**config.mk**
```make
export PLATFORM = sky130hd
export DESIGN_NAME = nearest_palette_color_core
export DESIGN_NICKNAME = d
export VERILOG_FILES = /design/src/hw/rtl/npc_pkg.sv /design/src/hw/rtl/npc_front.sv /design/src/hw/rtl/npc_back.sv /design/src/hw/rtl/nearest_palette_color_core.sv
export SDC_FILE = /design/constraint.sdc
export NUM_CORES = 2
export LEC_CHECK = 0
export BUFFER_PORTS_ARGS = -buffer_cell sky130_fd_sc_hd__buf_2
export CAP_MARGIN = 0
export CELL_PAD_IN_SITES_DETAIL_PLACEMENT = 1
export CELL_PAD_IN_SITES_GLOBAL_PLACEMENT = 2
export CORE_MARGIN = 3
export CORE_UTILIZATION = 39
export DETAILED_ROUTE_END_ITERATION = 10
export PLACE_DENSITY_LB_ADDON = 0.1
export REMOVE_ABC_BUFFERS = 1
export SYNTH_ARGS = -nofsm -noshare
export SYNTH_HDL_FRONTEND = slang
export SYNTH_SLANG_ARGS = --single-unit
```
**constraint.sdc**
```tcl
create_clock -name clk_i -period 6.4 [get_ports clk_i]
set_input_delay 0.32 -clock clk_i [delete_from_list [all_inputs] [get_ports clk_i]]
set_output_delay 0.32 -clock clk_i [all_outputs]
set_load 0.05 [all_outputs]
```
**src/hw/rtl/npc_pkg.sv**
```systemverilog
// Shared types and constants for the nearest palette color core.
package npc_pkg;

  // Fixed widths of the command and result word fields, the size register and the distance
  localparam int unsigned IdxPortW = 6;
  localparam int unsigned ChanW    = 8;
  localparam int unsigned SizeW    = 7;
  localparam int unsigned TotalW   = 32;
  localparam int unsigned DistW    = 18;

  // Operation codes carried on func_i
  typedef enum logic [1:0] {
    OP_WRITE   = 2'd0,
    OP_CONVERT = 2'd1,
    OP_CLEAR   = 2'd2,
    OP_READ    = 2'd3
  } op_e;

  // One classified command word as it sits in the queue
  typedef struct packed {
    op_e                 op;
    logic [IdxPortW-1:0] idx;
    logic                idx_ok;
    logic [ChanW-1:0]    red;
    logic [ChanW-1:0]    green;
    logic [ChanW-1:0]    blue;
    logic                sel;
  } cmd_t;

  // Status from the execution side back to the front end
  typedef struct packed {
    logic pop;
    logic init;
  } back_stat_t;

endpackage

```
**src/hw/rtl/npc_front.sv**
```systemverilog
// Front end: accepts command words, classifies them and queues them.
module npc_front #(
  parameter int unsigned PALETTE_DEPTH = 64
) (
  input  logic                            clk_i,
  input  logic                            rst_ni,
  input  logic                            start,
  output logic                            busy,
  input  logic [1:0]                      func_i,
  input  logic [npc_pkg::IdxPortW-1:0]    entry_index_i,
  input  logic [npc_pkg::ChanW-1:0]       color_red_i,
  input  logic [npc_pkg::ChanW-1:0]       color_green_i,
  input  logic [npc_pkg::ChanW-1:0]       color_blue_i,
  input  logic                            select_flag_i,
  input  npc_pkg::back_stat_t             stat_i,
  output npc_pkg::cmd_t                   head_o,
  output logic                            head_valid_o
);

  localparam int unsigned QDepth = 2;
  localparam int unsigned PtrW   = $clog2(QDepth);
  localparam int unsigned CntW   = $clog2(QDepth + 1);

  npc_pkg::cmd_t q_mem [QDepth];
  npc_pkg::cmd_t cmd_in;
  logic [PtrW-1:0] wr_ptr_q, wr_ptr_d;
  logic [PtrW-1:0] rd_ptr_q, rd_ptr_d;
  logic [CntW-1:0] cnt_q, cnt_d;
  logic            push;
  logic            full;

  // Classify the incoming word
  always_comb begin
    cmd_in.op     = npc_pkg::op_e'(func_i);
    cmd_in.idx    = entry_index_i;
    cmd_in.idx_ok = (32'(entry_index_i) < PALETTE_DEPTH);
    cmd_in.red    = color_red_i;
    cmd_in.green  = color_green_i;
    cmd_in.blue   = color_blue_i;
    cmd_in.sel    = select_flag_i;
  end

  // Hold off new words while the queue is full or the reset table sweep runs
  assign full         = (cnt_q == CntW'(QDepth));
  assign busy         = full || stat_i.init;
  assign push         = start && !busy;
  assign head_valid_o = (cnt_q != '0);
  assign head_o       = q_mem[rd_ptr_q];

  // Advance pointers and fill level
  always_comb begin
    wr_ptr_d = wr_ptr_q;
    rd_ptr_d = rd_ptr_q;
    cnt_d    = cnt_q;
    if (push) begin
      wr_ptr_d = (wr_ptr_q == PtrW'(QDepth - 1)) ? '0 : wr_ptr_q + 1'b1;
    end
    if (stat_i.pop) begin
      rd_ptr_d = (rd_ptr_q == PtrW'(QDepth - 1)) ? '0 : rd_ptr_q + 1'b1;
    end
    case ({push, stat_i.pop})
      2'b10:   cnt_d = cnt_q + 1'b1;
      2'b01:   cnt_d = cnt_q - 1'b1;
      default: cnt_d = cnt_q;
    endcase
  end

  always_ff @(posedge clk_i or negedge rst_ni) begin
    if (!rst_ni) begin
      wr_ptr_q <= '0;
      rd_ptr_q <= '0;
      cnt_q    <= '0;
    end else begin
      wr_ptr_q <= wr_ptr_d;
      rd_ptr_q <= rd_ptr_d;
      cnt_q    <= cnt_d;
    end
  end

  // Store the queued word
  always_ff @(posedge clk_i) begin
    if (push) begin
      q_mem[wr_ptr_q] <= cmd_in;
    end
  end

  a_ptr_empty : assert property (@(posedge clk_i) disable iff (!rst_ni)
    (cnt_q == '0) |-> (rd_ptr_q == wr_ptr_q))
    else $error("queue empty but pointers differ");

endmodule

```
**src/hw/rtl/npc_back.sv**
```systemverilog
// Execution side: palette tables, nearest-color scan and hit counters.
module npc_back #(
  parameter int unsigned PALETTE_DEPTH = 64,
  parameter int unsigned COUNT_WIDTH   = 32
) (
  input  logic                            clk_i,
  input  logic                            rst_ni,
  input  logic                            cfg_we_i,
  input  logic [npc_pkg::SizeW-1:0]       cfg_wdata_i,
  input  npc_pkg::cmd_t                   head_i,
  input  logic                            head_valid_i,
  output npc_pkg::back_stat_t             stat_o,
  output logic                            result_valid_o,
  output logic [npc_pkg::ChanW-1:0]       out_red_o,
  output logic [npc_pkg::ChanW-1:0]       out_green_o,
  output logic [npc_pkg::ChanW-1:0]       out_blue_o,
  output logic                            found_o,
  output logic [npc_pkg::IdxPortW-1:0]    found_index_o,
  output logic [npc_pkg::TotalW-1:0]      hit_total_o
);

  localparam int unsigned IdxW = (PALETTE_DEPTH > 1) ? $clog2(PALETTE_DEPTH) : 1;
  localparam int unsigned NumW = $clog2(PALETTE_DEPTH + 1);
  localparam int unsigned RgbW = 3 * npc_pkg::ChanW;
  localparam int unsigned SqW  = 2 * npc_pkg::ChanW;

  localparam logic [2:0] S_INIT  = 3'd0;
  localparam logic [2:0] S_IDLE  = 3'd1;
  localparam logic [2:0] S_SCAN  = 3'd2;
  localparam logic [2:0] S_HIT   = 3'd3;
  localparam logic [2:0] S_HITWR = 3'd4;
  localparam logic [2:0] S_CLEAR = 3'd5;
  localparam logic [2:0] S_RDOUT = 3'd6;

  // Tables
  logic [RgbW-1:0]        rgb_mem [PALETTE_DEPTH];
  logic                   en_mem  [PALETTE_DEPTH];
  logic [COUNT_WIDTH-1:0] cnt_mem [PALETTE_DEPTH];

  logic [2:0]                state_q, state_d;
  logic [npc_pkg::SizeW-1:0] size_q;
  logic [IdxW-1:0]           sweep_q, sweep_d;
  logic [NumW-1:0]           scan_q, scan_d;
  logic [NumW-1:0]           num_used;
  npc_pkg::cmd_t             cmd_q, cmd_d;
  logic                      pop;

  // Table ports
  logic                   rgb_we, en_we, en_wd, cnt_we;
  logic [IdxW-1:0]        wr_addr, cnt_wa, cnt_ra, scan_addr;
  logic [COUNT_WIDTH-1:0] cnt_wd, cnt_rd_q, cnt_inc;
  logic [RgbW-1:0]        rgb_rd_q;
  logic                   en_rd_q;

  // Scan pipeline
  logic                    issue;
  logic                    rd_v_q;
  logic [IdxW-1:0]         rd_idx_q;
  logic                    sq_v_q;
  logic [IdxW-1:0]         sq_idx_q;
  logic [RgbW-1:0]         sq_rgb_q;
  logic [SqW-1:0]          sq_r_q, sq_g_q, sq_b_q;
  logic [npc_pkg::ChanW-1:0] dr, dg, db;
  logic [npc_pkg::DistW-1:0] dist_sum;
  logic                    have_q, have_clr;
  logic [npc_pkg::DistW-1:0] best_d_q;
  logic [IdxW-1:0]         best_i_q;
  logic [RgbW-1:0]         best_rgb_q;

  // Result assembly
  logic                        emit;
  logic [npc_pkg::ChanW-1:0]   e_red, e_green, e_blue;
  logic                        e_found;
  logic [npc_pkg::IdxPortW-1:0] e_idx;
  logic [npc_pkg::TotalW-1:0]  e_total;
  logic [COUNT_WIDTH-1:0]      rpt_in;
  logic [npc_pkg::TotalW-1:0]  rpt;

  // Configuration register
  always_ff @(posedge clk_i or negedge rst_ni) begin
    if (!rst_ni) begin
      size_q <= '0;
    end else if (cfg_we_i) begin
      size_q <= cfg_wdata_i;
    end
  end

  // Clamp the entry count to the table depth
  always_comb begin
    if (32'(size_q) > PALETTE_DEPTH) begin
      num_used = NumW'(PALETTE_DEPTH);
    end else begin
      num_used = NumW'(size_q);
    end
  end

  assign scan_addr = IdxW'(scan_q);
  assign cnt_inc   = (cnt_rd_q == '1) ? cnt_rd_q : cnt_rd_q + 1'b1;

  // Saturate the reported count to the result width
  assign rpt_in = (state_q == S_HITWR) ? cnt_inc : cnt_rd_q;
  assign rpt    = (|(rpt_in >> npc_pkg::TotalW)) ? '1 : npc_pkg::TotalW'(rpt_in);

  // Sequencer
  always_comb begin
    state_d  = state_q;
    sweep_d  = sweep_q;
    scan_d   = scan_q;
    cmd_d    = cmd_q;
    pop      = 1'b0;
    issue    = 1'b0;
    have_clr = 1'b0;
    rgb_we   = 1'b0;
    en_we    = 1'b0;
    en_wd    = head_i.sel;
    wr_addr  = IdxW'(head_i.idx);
    cnt_we   = 1'b0;
    cnt_wa   = sweep_q;
    cnt_wd   = '0;
    cnt_ra   = IdxW'(head_i.idx);
    emit     = 1'b0;
    e_red    = '0;
    e_green  = '0;
    e_blue   = '0;
    e_found  = 1'b0;
    e_idx    = '0;
    e_total  = '0;
    case (state_q)
      S_INIT: begin
        // Sweep flags and counters to zero
        en_we   = 1'b1;
        en_wd   = 1'b0;
        wr_addr = sweep_q;
        cnt_we  = 1'b1;
        if (sweep_q == IdxW'(PALETTE_DEPTH - 1)) begin
          sweep_d = '0;
          state_d = S_IDLE;
        end else begin
          sweep_d = sweep_q + 1'b1;
        end
      end
      S_IDLE: begin
        if (head_valid_i) begin
          pop   = 1'b1;
          cmd_d = head_i;
          case (head_i.op)
            npc_pkg::OP_WRITE: begin
              rgb_we = head_i.idx_ok;
              en_we  = head_i.idx_ok;
              emit   = 1'b1;
            end
            npc_pkg::OP_CONVERT: begin
              if (num_used == '0) begin
                emit    = 1'b1;
                e_red   = head_i.red;
                e_green = head_i.green;
                e_blue  = head_i.blue;
              end else begin
                scan_d   = '0;
                have_clr = 1'b1;
                state_d  = S_SCAN;
              end
            end
            npc_pkg::OP_CLEAR: begin
              sweep_d = '0;
              state_d = S_CLEAR;
            end
            npc_pkg::OP_READ: begin
              if (head_i.idx_ok) begin
                state_d = S_RDOUT;
              end else begin
                emit = 1'b1;
              end
            end
            default: begin
              emit = 1'b1;
            end
          endcase
        end
      end
      S_SCAN: begin
        // Issue one entry a cycle, then let the pipeline drain
        if (scan_q < num_used) begin
          issue  = 1'b1;
          scan_d = scan_q + 1'b1;
        end else if (!rd_v_q && !sq_v_q) begin
          state_d = S_HIT;
        end
      end
      S_HIT: begin
        cnt_ra = best_i_q;
        if (have_q) begin
          state_d = S_HITWR;
        end else begin
          emit    = 1'b1;
          e_red   = cmd_q.red;
          e_green = cmd_q.green;
          e_blue  = cmd_q.blue;
          state_d = S_IDLE;
        end
      end
      S_HITWR: begin
        cnt_we  = 1'b1;
        cnt_wa  = best_i_q;
        cnt_wd  = cnt_inc;
        emit    = 1'b1;
        e_red   = best_rgb_q[RgbW-1 -: npc_pkg::ChanW];
        e_green = best_rgb_q[npc_pkg::ChanW +: npc_pkg::ChanW];
        e_blue  = best_rgb_q[npc_pkg::ChanW-1:0];
        e_found = 1'b1;
        e_idx   = npc_pkg::IdxPortW'(best_i_q);
        e_total = rpt;
        state_d = S_IDLE;
      end
      S_CLEAR: begin
        cnt_we = 1'b1;
        if (sweep_q == IdxW'(PALETTE_DEPTH - 1)) begin
          sweep_d = '0;
          emit    = 1'b1;
          state_d = S_IDLE;
        end else begin
          sweep_d = sweep_q + 1'b1;
        end
      end
      S_RDOUT: begin
        emit    = 1'b1;
        e_total = rpt;
        state_d = S_IDLE;
      end
      default: begin
        state_d = S_IDLE;
      end
    endcase
  end

  assign stat_o.pop  = pop;
  assign stat_o.init = (state_q == S_INIT);

  always_ff @(posedge clk_i or negedge rst_ni) begin
    if (!rst_ni) begin
      state_q        <= S_INIT;
      sweep_q        <= '0;
      scan_q         <= '0;
      rd_v_q         <= 1'b0;
      sq_v_q         <= 1'b0;
      have_q         <= 1'b0;
      result_valid_o <= 1'b0;
    end else begin
      state_q        <= state_d;
      sweep_q        <= sweep_d;
      scan_q         <= scan_d;
      rd_v_q         <= issue;
      sq_v_q         <= rd_v_q && en_rd_q;
      result_valid_o <= emit;
      if (have_clr) begin
        have_q <= 1'b0;
      end else if (sq_v_q && (!have_q || dist_sum < best_d_q)) begin
        have_q <= 1'b1;
      end
    end
  end

  // Color and flag tables
  always_ff @(posedge clk_i) begin
    if (rgb_we) begin
      rgb_mem[wr_addr] <= {head_i.red, head_i.green, head_i.blue};
    end
    rgb_rd_q <= rgb_mem[scan_addr];
  end

  always_ff @(posedge clk_i) begin
    if (en_we) begin
      en_mem[wr_addr] <= en_wd;
    end
    en_rd_q <= en_mem[scan_addr];
  end

  // Hit counter table
  always_ff @(posedge clk_i) begin
    if (cnt_we) begin
      cnt_mem[cnt_wa] <= cnt_wd;
    end
    cnt_rd_q <= cnt_mem[cnt_ra];
  end

  // Channel distances, squared into a register stage
  assign dr = (rgb_rd_q[RgbW-1 -: npc_pkg::ChanW] > cmd_q.red)
            ? rgb_rd_q[RgbW-1 -: npc_pkg::ChanW] - cmd_q.red
            : cmd_q.red - rgb_rd_q[RgbW-1 -: npc_pkg::ChanW];
  assign dg = (rgb_rd_q[npc_pkg::ChanW +: npc_pkg::ChanW] > cmd_q.green)
            ? rgb_rd_q[npc_pkg::ChanW +: npc_pkg::ChanW] - cmd_q.green
            : cmd_q.green - rgb_rd_q[npc_pkg::ChanW +: npc_pkg::ChanW];
  assign db = (rgb_rd_q[npc_pkg::ChanW-1:0] > cmd_q.blue)
            ? rgb_rd_q[npc_pkg::ChanW-1:0] - cmd_q.blue
            : cmd_q.blue - rgb_rd_q[npc_pkg::ChanW-1:0];

  assign dist_sum = npc_pkg::DistW'(sq_r_q) + npc_pkg::DistW'(sq_g_q)
                  + npc_pkg::DistW'(sq_b_q);

  always_ff @(posedge clk_i) begin
    cmd_q    <= cmd_d;
    rd_idx_q <= scan_addr;
    sq_idx_q <= rd_idx_q;
    sq_rgb_q <= rgb_rd_q;
    sq_r_q   <= {{npc_pkg::ChanW{1'b0}}, dr} * {{npc_pkg::ChanW{1'b0}}, dr};
    sq_g_q   <= {{npc_pkg::ChanW{1'b0}}, dg} * {{npc_pkg::ChanW{1'b0}}, dg};
    sq_b_q   <= {{npc_pkg::ChanW{1'b0}}, db} * {{npc_pkg::ChanW{1'b0}}, db};
    // Keep the first strict minimum
    if (sq_v_q && (!have_q || dist_sum < best_d_q)) begin
      best_d_q   <= dist_sum;
      best_i_q   <= sq_idx_q;
      best_rgb_q <= sq_rgb_q;
    end
  end

  // Result word registers
  always_ff @(posedge clk_i) begin
    if (emit) begin
      out_red_o     <= e_red;
      out_green_o   <= e_green;
      out_blue_o    <= e_blue;
      found_o       <= e_found;
      found_index_o <= e_idx;
      hit_total_o   <= e_total;
    end
  end

  a_pop_idle : assert property (@(posedge clk_i) disable iff (!rst_ni)
    pop |-> (state_q == S_IDLE) && head_valid_i)
    else $error("queue popped outside idle or while empty");

  a_no_pop_init : assert property (@(posedge clk_i) disable iff (!rst_ni)
    (state_q == S_INIT) |-> !pop && !emit)
    else $error("command taken during table sweep");

  a_hit_nonzero : assert property (@(posedge clk_i) disable iff (!rst_ni)
    (state_q == S_HITWR) |-> cnt_we && (cnt_wd != '0))
    else $error("hit counter update wrote zero");

  a_pipe_order : assert property (@(posedge clk_i) disable iff (!rst_ni)
    sq_v_q |-> $past(rd_v_q))
    else $error("distance stage valid without a table read");

endmodule

```
**src/hw/rtl/nearest_palette_color_core.sv**
```systemverilog
// Top level of the nearest palette color core.
// A command word is taken when start is high and busy is low; a two-word queue
// lets words arrive while the previous one runs. Each command gives exactly one
// result word, shown for a single cycle with result_valid_o; the receiver has no
// way to stall it. After reset the core sweeps its flag and counter tables
// with busy high. A convert scans the palette size clamped to PALETTE_DEPTH,
// reading one palette entry per cycle from the color table through a
// square-and-compare pipeline, followed by a read-modify-write of the
// winner's hit counter when an enabled entry in range was found.
module nearest_palette_color_core #(
  parameter int unsigned PALETTE_DEPTH = 64,
  parameter int unsigned COUNT_WIDTH   = 32
) (
  input  logic                            clk_i,
  input  logic                            rst_ni,
  input  logic                            cfg_we_i,
  input  logic [npc_pkg::SizeW-1:0]       cfg_wdata_i,
  input  logic                            start,
  output logic                            busy,
  input  logic [1:0]                      func_i,
  input  logic [npc_pkg::IdxPortW-1:0]    entry_index_i,
  input  logic [npc_pkg::ChanW-1:0]       color_red_i,
  input  logic [npc_pkg::ChanW-1:0]       color_green_i,
  input  logic [npc_pkg::ChanW-1:0]       color_blue_i,
  input  logic                            select_flag_i,
  output logic                            result_valid_o,
  output logic [npc_pkg::ChanW-1:0]       out_red_o,
  output logic [npc_pkg::ChanW-1:0]       out_green_o,
  output logic [npc_pkg::ChanW-1:0]       out_blue_o,
  output logic                            found_o,
  output logic [npc_pkg::IdxPortW-1:0]    found_index_o,
  output logic [npc_pkg::TotalW-1:0]      hit_total_o
);

  npc_pkg::cmd_t       head;
  logic                head_valid;
  npc_pkg::back_stat_t stat;

  npc_front #(
    .PALETTE_DEPTH(PALETTE_DEPTH)
  ) u_front (
    .clk_i         (clk_i),
    .rst_ni        (rst_ni),
    .start         (start),
    .busy          (busy),
    .func_i        (func_i),
    .entry_index_i (entry_index_i),
    .color_red_i   (color_red_i),
    .color_green_i (color_green_i),
    .color_blue_i  (color_blue_i),
    .select_flag_i (select_flag_i),
    .stat_i        (stat),
    .head_o        (head),
    .head_valid_o  (head_valid)
  );

  npc_back #(
    .PALETTE_DEPTH(PALETTE_DEPTH),
    .COUNT_WIDTH  (COUNT_WIDTH)
  ) u_back (
    .clk_i          (clk_i),
    .rst_ni         (rst_ni),
    .cfg_we_i       (cfg_we_i),
    .cfg_wdata_i    (cfg_wdata_i),
    .head_i         (head),
    .head_valid_i   (head_valid),
    .stat_o         (stat),
    .result_valid_o (result_valid_o),
    .out_red_o      (out_red_o),
    .out_green_o    (out_green_o),
    .out_blue_o     (out_blue_o),
    .found_o        (found_o),
    .found_index_o  (found_index_o),
    .hit_total_o    (hit_total_o)
  );

endmodule

```
==> flow_metrics.tcl <==
set metrics [dict create \
    hold_viol 0 \
    synth.most_common_cell "edfxtp_1" \
    cts_root_buf "clkbuf_16" \
    ys_warn_count 0 \
    ys_async_sr_fraction 0.00772 \
    tightestPinTransition_ns 1.36 \
    antenna_found_initial 40 \
    cts.sinks 4018 \
    max_cap_viol_count 0 \
    seqCellArea_um2 119000 \
    worst_r2r_path_depth 27 \
    maxSlewViolCount 0 \
    pre_cts_slack_ns -0.373 \
    ant_nets 0 \
    min-delay-start "color_red_i[4]" \
    relSlewSlack 0.0939 \
    worstReg2RegEnd "u_back.sq_b_q[15]" \
    endpoint_kind "flop" \
    ios 109 \
    synth_top_cell_by_area "edfxtp_1" \
    overflow 0 \
    io_buffers 108 \
    setup_ws_ns 0.176 \
    grt_pass1_wl_um 724000 \
    ff2ff_setup_slack_ns 0.18 \
    hold_end "u_front.q_mem[0][21]" \
    worstHoldPathCells 2 \
    synthCells 9383 \
    grt_max_degree 125 \
    start_util 0.392 \
    layout_min_cycle_time_ns 6.22 \
    die_h_um 649 \
    ys_ff_latch 4018 \
    clk_latency_ns 0.98 \
    wire_per_inst_um 32.6 \
    synthFlopType "edfxtp_1" \
    status "finished, final reports clean" \
    rsz0062_at_grt "yes" \
    synthTopCellsByArea "edfxtp_1 72%, mux4_2 8.9%, nand2_1 2.8%" \
    clockBufferDepth 4 \
    critPathKind "flop to flop" \
    netlist_top_cells_count "3,849 x edfxtp_1, 1,219 x nand2_1, 637 x mux4_2" \
    cts.htree.levels 5 \
    place_hpwl_um 312000 \
    final_nets 10300 \
    grt_util_all_layers 0.241 \
    final-setup-viol-count 0 \
    required_ns 7.23 \
    timing.fmax_mhz 161 \
    rows 235 \
    via_per_inst 5.61 \
    powerDensity_nw_per_um2 284 \
    yosysSeqAreaShare 0.739 \
    period_share 0.973 \
    critPathMaxFanout 7 \
    synthDistinctLibCells 84 \
    die_width_um 649 \
    fillerInstances 38700 \
    r2r_start "u_back.rgb_rd_q[0]" \
    vdd_ir_drop_max_mv 0.230 \
    vias 88800 \
    hold_path_class "primary input to flop" \
    crit_path_start_kind "flop" \
    dr.pass1.iters 5 \
    routed_wl_um 516000 \
    drive_gt1_frac 0.210 \
    clk_pin_slew_ns 0.06 \
    drt_iter0_markers 8295 \
    synth_edf_count 3849 \
    numCtsBuffers 439 \
    cts_tree "yes" \
    multi_input_area_um2 40800 \
    arrival_ns 7.06 \
    coreArea_um2 411000 \
    grt_pass1_vias 93000 \
    yosysTopAreaCellShare 0.717 \
    final_core_util 0.455 \
    avgSynthCellArea_um2 17.2 \
    clock_skew_ns 0.0524 \
    dieArea_um2 421000 \
    gp_congestion 0.787 \
    setup_tns_ns 0 \
    p_leak_nw 58.7 \
    area_delta_synth_final_pct 16.1 \
    drc_errors 0 \
    synth_area_um2 161000 \
]
-- sequential cells by signal, summed over array words and instances (netlist names), 32 cells and up --
register            count
u_back.cnt_mem       2048
u_back.rgb_mem       1536
u_front.q_mem          66
u_back.en_mem          64
u_back.cnt_rd_q        32
u_back.hit_total_o     32
-- worst max-delay path: stages (launching register included) --
cell and delay, ns:
dfxtp_2 0.33, inv_2 0.04, ha_2 0.16, inv_2 0.04, fa_2 0.36, a211oi_2 0.28, o21ai_2 0.09, nand2_2 0.10
buf_6 0.14, mux2_4 0.31, a21o_1 0.20, a21oi_4 0.15, xnor2_2 0.15, buf_4 0.15, nor2_2 0.04, fa_1 0.60
fa_1 0.45, fa_1 0.51, inv_2 0.04, fa_1 0.49, inv_2 0.05, ha_4 0.15, or4_4 0.55, a31oi_4 0.19
nor2b_1 0.07, o21ai_1 0.17, a21oi_1 0.10, xor2_1 0.18
-- layer usage --
layer	track usage	up-vias	routed length, um
met1	0.323	47900	218000
met4	0.0579	4	13000
met2	0.419	2292	261000
met5	0	-	27
met3	0.0284	672	24300
li1	-	37900	-
-- logic make-up after synthesis --
| group | synth area share |
|---|---|
| compound gates | 0.0475 |
| xor+xnor | 0.00808 |
| fa+ha+maj | 0.0252 |
| buf+inv | 0.0191 |
| flops | 0.739 |
| mux | 0.109 |
| other cells | 0.0000233 |
| simple gates | 0.0523 |
-- cells in the final DEF (no fill, tap or decap), types with 101 or more instances in the layout --
cell | Yosys | final
buf_2 | 193 | 108
ha_1 | 193 | 187
clkbuf_1 | 248 | 102
clkinv_1 | 0 | 106
edfxtp_1 | 3849 | 3849
o22ai_1 | 163 | 161
mux2i_1 | 303 | 297
nor2_4 | 0 | 159
nor2_1 | 422 | 252
a21oi_1 | 623 | 616
nor4_1 | 149 | 149
nand2_1 | 1219 | 1217
buf_4 | 14 | 429
dfxtp_1 | 138 | 137
mux4_2 | 637 | 637
clkbuf_16 | 0 | 448
inv_1 | 247 | 215
xnor2_1 | 104 | 101
-- report_power, final --
group / switching [mW] / internal [mW] / total [mW]
Clock: 10.5 / 14.2 / 24.6
Combinational: 0.0464 / 0.0453 / 0.0917
Sequential: 0.00403 / 28.4 / 28.4
-- worst max-delay path by stage --
| stage | cells after the start | end | start |
|---|---|---|---|
| after floorplan | 8 | u_back.cnt_rd_q[20] | u_front.rd_ptr_q |
| after global placement | 27 | u_back.sq_b_q[15] | u_back.rgb_rd_q[0] |
| after detailed placement | 27 | u_back.sq_b_q[15] | u_back.rgb_rd_q[0] |
| after CTS | 28 | u_back.sq_b_q[15] | u_back.rgb_rd_q[0] |
| after global routing | 26 | u_back.sq_b_q[15] | u_back.cmd_q[1] |
| final | 27 | u_back.sq_b_q[15] | u_back.rgb_rd_q[0] |
-- through the flow --
stage | instance area (um^2) | hold slack, ns | instances | total power [mW]
after floorplan | 159000 | 0.0244 | 8896 | 28.9
after global placement | 172000 | 0.311 | 14900 | 29.0
after detailed placement | 172000 | 0.316 | 14900 | 29.0
after CTS | 187000 | 0.00180 | 15800 | 53.6
after global routing | 187000 | 0.0337 | 15800 | 54.7
final | 187000 | 0.0828 | 15800 | 53.1
-- what timing repair did --
action	in CTS	in global routing
endpoints found under the hold margin	104	0
setup buffers	4	13
gates resized for setup	7	80
setup endpoints to repair	6	15
hold buffers	53	0
pin swaps	3	33
-- cell type report --
class	count	area share
diodes	15	0.000201
clock buffers	557	0.0625
clock inverters	248	0.0115
inverters	247	0.00496
multi-input cells	4631	0.218
flip-flops and latches	4018	0.637
well taps	5451	0.0365
repair buffers	649	0.0291
(Power assumes the default switching activity.)
